==> config.mk <==
export PLATFORM = sky130hd
export DESIGN_NAME = hsacc_iter
export DESIGN_NICKNAME = d
export VERILOG_FILES = /design/src/hsacc_pkg.sv /design/src/hsacc_iter.sv
export SDC_FILE = /design/constraint.sdc
export NUM_CORES = 1
export LEC_CHECK = 0
export BUFFER_PORTS_ARGS = -buffer_cell sky130_fd_sc_hd__buf_2
export CAP_MARGIN = 20
export CORE_UTILIZATION = 33
export DETAILED_ROUTE_END_ITERATION = 7
export GPL_TIMING_DRIVEN = 0
export PLACE_DENSITY = 0.62
export SLEW_MARGIN = 5
export SYNTH_ARGS = -nofsm -noshare
export SYNTH_HDL_FRONTEND = slang
export SYNTH_SLANG_ARGS = --single-unit
==> constraint.sdc <==
create_clock -name clk -period 4.73 [get_ports clk]
set_input_delay 0.946 -clock clk [delete_from_list [all_inputs] [get_ports clk]]
set_output_delay 0.946 -clock clk [all_outputs]
set_load 0.02 [all_outputs]
==> src/hsacc_pkg.sv <==
// Shared types, constants and codes for the network model Hessian accumulator.
package hsacc_pkg;

	localparam int COORD_W  = 32;
	localparam int CUTOFF_W = 32;
	localparam int ENTRY_W  = 40;
	localparam int DIFF_W   = 33;	// coordinate difference
	localparam int SUMSQ_W  = 66;	// sum of three squares
	localparam int ROOT_W   = 33;	// distance
	localparam int DIVN_W   = 50;	// dividend and quotient magnitude
	localparam int REM_W    = 36;
	localparam int SRC_W    = 66;
	localparam int MUL_W    = 34;
	localparam int PROD_W   = 2 * MUL_W;
	localparam int U_W      = 18;	// unit vector component, |u| <= 1.0
	localparam int UUP_W    = 36;
	localparam int S_SPLIT  = 20;	// low part width of the strain for split products
	localparam int HP_W     = 58;	// (1 - s) * uu before scaling
	localparam int H_W      = 43;
	localparam int ACC_W    = 44;
	localparam int CNT_W    = 6;
	localparam int SQRT_STEPS = 33;
	localparam int DIV_STEPS  = 50;

	localparam logic [CUTOFF_W-1:0] CUTOFF_RESET = 32'd98304;
	localparam logic signed [ENTRY_W-1:0] ENTRY_MAX = 40'sh7F_FFFF_FFFF;
	localparam logic signed [ENTRY_W-1:0] ENTRY_MIN = 40'sh80_0000_0000;

	typedef enum logic [1:0] {
		OP_LOAD  = 2'd0,
		OP_PAIR  = 2'd1,
		OP_READ  = 2'd2,
		OP_CLEAR = 2'd3
	} op_t;

	typedef enum logic [1:0] {
		ST_OK    = 2'd0,
		ST_SKIP  = 2'd1,
		ST_RANGE = 2'd2,
		ST_SAT   = 2'd3
	} status_t;

	typedef struct packed {
		op_t                        op;
		logic [5:0]                 residue_a;
		logic [5:0]                 residue_b;
		logic signed [COORD_W-1:0]  pos_x;
		logic signed [COORD_W-1:0]  pos_y;
		logic signed [COORD_W-1:0]  pos_z;
		logic [CUTOFF_W-1:0]        ref_distance;
		logic [7:0]                 row;
		logic [7:0]                 col;
	} in_item_t;

	typedef struct packed {
		logic signed [ENTRY_W-1:0]  entry_value;
		status_t                    status;
	} out_item_t;

	typedef struct packed {
		logic start;
		logic sqrt_mode;
	} iter_req_t;

	typedef struct packed {
		logic              done;
		logic [DIVN_W-1:0] result;
	} iter_rsp_t;

	typedef struct packed {
		logic rd;
		logic wr;
		logic clr;
	} hmem_req_t;

	typedef enum logic [4:0] {
		S_IDLE,
		S_CRD_A,
		S_CRD_B,
		S_DIFF,
		S_SQ_MUL,
		S_SQ_ACC,
		S_SQRT,
		S_SQRT_WAIT,
		S_DIV,
		S_DIV_WAIT,
		S_UU_MUL,
		S_UU_TRUNC,
		S_H_LO,
		S_H_HI,
		S_H_COMB,
		S_ACC_RD,
		S_ACC_WR,
		S_RD_MEM,
		S_RD_DATA,
		S_RESP
	} seq_state_t;

endpackage

==> src/hsacc_iter.sv <==
// Shared shift-subtract unit: integer square root or unsigned division, one bit a cycle.
module hsacc_iter import hsacc_pkg::*; (
	input  logic              clk,
	input  logic              arst_n,
	input  iter_req_t         req,
	input  logic [SRC_W-1:0]  operand,	// radicand, or dividend left aligned
	input  logic [ROOT_W-1:0] divisor,
	output iter_rsp_t         rsp
);

	logic              busy_q;
	logic              done_q;
	logic              sqrt_q;
	logic [CNT_W-1:0]  cnt_q;
	logic [REM_W-1:0]  rem_q;
	logic [DIVN_W-1:0] acc_q;
	logic [SRC_W-1:0]  src_q;
	logic [ROOT_W-1:0] div_q;

	logic [REM_W-1:0]  shifted;
	logic [REM_W-1:0]  trial;
	logic [REM_W:0]    sub;
	logic              take;

	// sqrt brings down two bits and tries 4*root+1; divide brings down one bit
	assign shifted = sqrt_q ? {rem_q[REM_W-3:0], src_q[SRC_W-1 -: 2]}
	                        : {rem_q[REM_W-2:0], src_q[SRC_W-1]};
	assign trial   = sqrt_q ? REM_W'({acc_q[ROOT_W-1:0], 2'b01}) : REM_W'(div_q);
	assign sub     = {1'b0, shifted} - {1'b0, trial};
	assign take    = !sub[REM_W];

	always_ff @(posedge clk or negedge arst_n) begin
		if (!arst_n) begin
			busy_q <= 1'b0;
			done_q <= 1'b0;
			cnt_q  <= '0;
		end else begin
			done_q <= 1'b0;
			if (req.start) begin
				busy_q <= 1'b1;
				cnt_q  <= req.sqrt_mode ? CNT_W'(SQRT_STEPS - 1) : CNT_W'(DIV_STEPS - 1);
			end else if (busy_q) begin
				cnt_q <= cnt_q - 1'b1;
				if (cnt_q == '0) begin
					busy_q <= 1'b0;
					done_q <= 1'b1;
				end
			end
		end
	end

	always_ff @(posedge clk) begin
		if (req.start) begin
			sqrt_q <= req.sqrt_mode;
			rem_q  <= '0;
			acc_q  <= '0;
			src_q  <= operand;
			div_q  <= divisor;
		end else if (busy_q) begin
			rem_q <= take ? sub[REM_W-1:0] : shifted;
			acc_q <= {acc_q[DIVN_W-2:0], take};
			src_q <= sqrt_q ? {src_q[SRC_W-3:0], 2'b00} : {src_q[SRC_W-2:0], 1'b0};
		end
	end

	assign rsp.done   = done_q;
	assign rsp.result = acc_q;

endmodule

# After elaboration in Yosys (flattened, before gate mapping)

Cells that the tools add are included.

Muxes and demuxes: 15
Reduce and logical (&&, ||, !) cells: 3
$add $sub $neg: 2

Operator list:

| operator                                          | number |
|---|---|
| two-way mux 66 bit                                | 3 |
| two-way mux 35 bit                                | 2 |
| subtractor 36 x 35 -> 37 bit                      | 1 |
| two-way mux 36 bit                                | 1 |
| two-way mux 6 bit                                 | 2 |
| zero test 6 bit                                   | 1 |
| two-way mux 1 bit                                 | 6 |
| subtractor 6 x 1 -> 6 bit (second input constant) | 1 |
| two-way mux 5 bit                                 | 1 |
| nonzero test 2 bit                                | 1 |
| zero test 1 bit                                   | 1 |

Input port bits: 103
Logic and storage cells: 28
Register bits after elaboration: 193
Output and inout port bits: 51

# Logic depth before layout (Yosys ltp)

Depth in word-level cells: 4
Gate-level depth with buffers: 18
Mapped depth without buffers: 13

# Worst setup path after synthesis

OpenSTA, ideal clock, no wires.

Path kind: reg-to-reg
From: register sqrt_q
To: register rem_q[18]
Library setup time: 0.086 ns
Period minus slack after synthesis: 4.069 ns
Path buffers: 4
Stages on the path, launching flop included: 18
Path slack: 0.661 ns
Arrival time: 3.984 ns
Data required time: 4.644 ns
Cell sequence: edfxtp_1 > clkbuf_1 > buf_1 > clkbuf_1 > clkbuf_1 > or2_2 > ha_1 > inv_1 > fa_1 > a21oi_1 > nand4b_1 > nand2_1 > a21boi_0 > o41ai_2 > a211oi_1 > xnor2_1 > mux2i_1 > a211oi_1

Longest elaborated chain between the ends: 3
Elaborated cells between the ends (all ways): 4
Those cells by class: 1 x add/sub; 3 x mux

Ends and longest elaborated chain:

| what                                                     | line                               | RTL |
|---|---|---|
| from (decl)                                              | hsacc_iter.sv:13                   | `logic sqrt_q;` |
| from (signal assigned)                                   | hsacc_iter.sv:54                   | `sqrt_q <= req.sqrt_mode;` |
| two-way mux 36 bit or two-way mux 35 bit (tied branches) | hsacc_iter.sv:26, hsacc_iter.sv:28 |  |
| subtractor 36 x 35 -> 37 bit                             | hsacc_iter.sv:29                   | `assign sub = {1'b0, shifted} - {1'b0, trial};` |
| two-way mux 35 bit (*)                                   | hsacc_iter.sv:60                   | `rem_q <= take ? sub[REM_W-1:0] : shifted;` |
| to (signal assigned)                                     | hsacc_iter.sv:60                   |  |
| to (decl)                                                | hsacc_iter.sv:15                   | `logic [REM_W-1:0] rem_q;` |

Mark *: on every way between the ends. The rest lies on a longest branch, timed or not.
A chain may end at the register's enable or synchronous reset.

# Final worst setup path

From: register sqrt_q
To: register rem_q[34]

Same word-level chain as after synthesis.

==> reports/metrics.csv <==
stage;metric;value;unit
sta;finalSetupTns;0;ns
run;cap_violations;0;
finish;layout_commonest_cell;buf_2;
sta;slew_headroom;32.6;%
route;drc;0;
finish;n_fill_cell;3150;
pwr;peakVddDrop;0.415;mV
global_route;grt_pass1_vias;8432;
placement;hpwlAfterDp;20500;microns
worst_setup_path;worst_setup_path_end_kind;register;
finish;final_cell_mix;172 x buf_2, 152 x mux2i_1, 115 x nor2_1;
sta;fin_crit_sh;92.8;%
logic_synthesis;ys_ff_latch;193;
placement;portBuffers;153;
route;via_per_inst;5.16;
logic_synthesis;syn_area;10700;sq um
finish;multi_input_area;5440;sq um
clocking;tritoncts;built;
clocking;htreeDepth;4;
clocking;cts_sinks;193;
logic_synthesis;synth_cell_types;61;
placement;dp.cells;1622;
floorplanning;dieArea;33100;sq um
placement;place.gp.congestion;0.884;
finish;seqCellArea;4900;sq um
worst_setup_path;required;5.09;ns
logic_synthesis;synthesis.nets;1208;
global_route;grt_pass1_wl;44200;microns
sta;fmax;228;MHz
clocking;clk_pin_slew;0.08;ns
sta;maxSlewViolCount;0;
logic_synthesis;synth_edf_count;100;
sta;final_hold_viol_count;0;
floorplanning;die_w;182;microns
sta;finalSetupViolations;0;
worst_setup_path;cp_max_fo;10;
floorplanning;start_util;33.7;%
floorplanning;die_y;182;microns
finish;syn_to_final_growth;18.0;%
floorplanning;placeableCoreArea;31700;sq um
floorplanning;placementRows;65;
pwr;powerDensity;509;nW/um^2
route;drt_wl_total;28100;microns
route;vias;8568;
pwr;cellLeakagePower;5.84;nW
logic_synthesis;synth-async-reset-ratio;4.15;%
global_route;grt_util_all_layers;17.2;%
placement;dpl_worst_slack;-0.927;ns
finish;num-nets-final;1381;
status;outcome;completed;
min_path;hold_class;in -> async;
clocking;cts-root-buf;clkbuf_16;
logic_synthesis;syn-instance-count;1067;
clocking;cts_made_buffers;17;
logic_synthesis;ys_warn_count;0;
route;drt_iter0_markers;501;
sta;skew;0.0130;ns
finish;final_cells;1662;
route;drtAntennaViolNets;0;
worst_setup_path;crit_type;reg -> reg;
route;wl_per_cell;16.9;microns
worst_setup_path;critPathArrivalTime;4.75;ns
clocking;cts_buffer_depth;2;
logic_synthesis;ys_seq_area_share;45.9;%
sta;setup_ws;0.341;ns
clocking;clk_latency;0.46;ns
sta;tightest_slew;1.01;ns
global_route;gr-total-overflow;0;
logic_synthesis;avgSynthCellArea;10.0;sq um
route;drtPass1Iterations;5;
sta;post-route-min-period;4.39;ns
global_route;antenna_found_initial;10;
sta;rsz0062_at_grt;no;
logic_synthesis;synthFlopType;edfxtp_1;
floorplanning;io_pins;154;
global_route;grt_start_max_net_pins;67;
finish;drive_above_1_share;20.3;%
worst_setup_path;cp-start-kind;register;
-- critical path: stages (launching register included) --
cell      delay, ns
edfxtp_1       0.38
buf_2          0.28
clkbuf_2       0.33
buf_2          0.38
mux2i_1        0.28
ha_1           0.33
a21o_1         0.19
a21o_1         0.19
a221oi_1       0.40
o21ai_0        0.23
o311ai_0       0.60
o21ai_0        0.23
xnor2_1        0.17
o21ai_0        0.09
a22o_1         0.20
-- metrics by stage --
step                utilization (%)  hold WS (ns)  instance area [sq um]  total power, mW
floorplan                         -         0.437                  10700             4.24
global placement               37.7         0.461                  12000             4.88
detailed placement             37.7         0.459                  12000             4.91
CTS                            39.6         0.300                  12600             6.42
global route                   39.7         0.302                  12600             6.85
finish                         39.8         0.315                  12600             6.42
-- power breakdown --
part	switching (mW)	total, mW	internal (mW)
Sequential	0.137	2.14	2.00
Clock	0.770	1.48	0.711
Combinational	1.62	2.80	1.18
-- final cells by class --
type / instances / share of cell area [%]
diodes: 7 / 0.139
plain buffers: 70 / 2.39
clock buffers: 17 / 3.37
clock inverters: 15 / 1.34
inverters: 14 / 0.437
multi-input cells: 789 / 43.1
flip-flops and latches: 193 / 38.9
well taps: 402 / 3.99
repair buffers: 155 / 6.35
-- synthesized netlist by cell type, drive strengths merged (2+ instances only) --
master | count | area share (%)
o21ai | 105 | 4.9
mux2i | 152 | 14
a21boi | 2 | 0.14
a22o | 8 | 0.66
a211oi | 22 | 1.5
a21o | 24 | 1.7
and3 | 3 | 0.18
dfxtp | 85 | 16
and2 | 4 | 0.23
nor3b | 2 | 0.14
nor3 | 11 | 0.56
a211o | 2 | 0.16
nand4 | 5 | 0.29
nand3 | 8 | 0.37
o311ai | 2 | 0.16
o21a | 8 | 0.56
buf | 28 | 1.3
nand2 | 113 | 4.0
nor2b | 7 | 0.41
a221o | 3 | 0.28
nor2 | 115 | 4.0
a31oi | 3 | 0.18
nand2b | 6 | 0.35
edfxtp | 100 | 28
a21oi | 48 | 2.2
inv | 14 | 0.49
o21bai | 4 | 0.28
clkbuf | 43 | 1.5
xnor2 | 18 | 1.5
dfrtp | 8 | 1.9
ha | 37 | 4.3
xor2 | 12 | 0.98
o31a | 2 | 0.16
a32oi | 6 | 0.49
mux2 | 33 | 3.5
or2 | 4 | 0.23
-- flip-flops by register name, summed over array words and instances, names as in the netlist --
signal / flops
sqrt_q: 1
rem_q: 35
src_q: 66
acc_q: 50
busy_q: 1
done_q: 1
div_q: 33
cnt_q: 6
-- routing by layer --
metal / vias up / global-route usage [%] / share of wire [%]
met5: - / 0 / 0.12
met4: 6 / 5.11 / 1.4
met3: 28 / 4.97 / 7.0
met2: 250 / 28.1 / 46
met1: 4043 / 21.9 / 46
li1: 4241 / - / -
-- kinds of logic after synthesis --
group	Yosys count	share of synthesized area, %
and+or+nand+nor	283	11.2
AOI/OAI and AO/OA	253	14.9
DFF	193	45.9
muxes	185	17.7
buffers and inverters	85	3.29
adders and majority gates	38	4.52
xor gates and xnor gates	30	2.46
-- what timing repair did --
| action | 4_1_cts | 5_1_grt |
|---|---|---|
| setup buffers | 1 | 0 |
| cloned | 0 | 0 |
| resized for setup | 3 | 4 |
| hold buffers | 0 | 0 |
| setup endpoints to repair | 36 | 2 |
-- final timing paths --
check                                  startpoint                      to  slack (ns)  cells past startpoint
max                              sqrt_q$_DFFE_PP_  rem_q[34]$_SDFFE_PP0P_        0.34                     14
min                                        arst_n    cnt_q[2]$_DFFE_PN0P_        0.32                      1
max reg2reg                      sqrt_q$_DFFE_PP_  rem_q[34]$_SDFFE_PP0P_        0.34                     14
min reg2reg                rem_q[34]$_SDFFE_PP0P_  rem_q[34]$_SDFFE_PP0P_        0.48                      1
max in group asynchronous                  arst_n    cnt_q[5]$_DFFE_PN0P_        4.24                      1
min in group clk           rem_q[34]$_SDFFE_PP0P_  rem_q[34]$_SDFFE_PP0P_        0.48                      1
No activity file was read; power rests on OpenSTA's default activity.
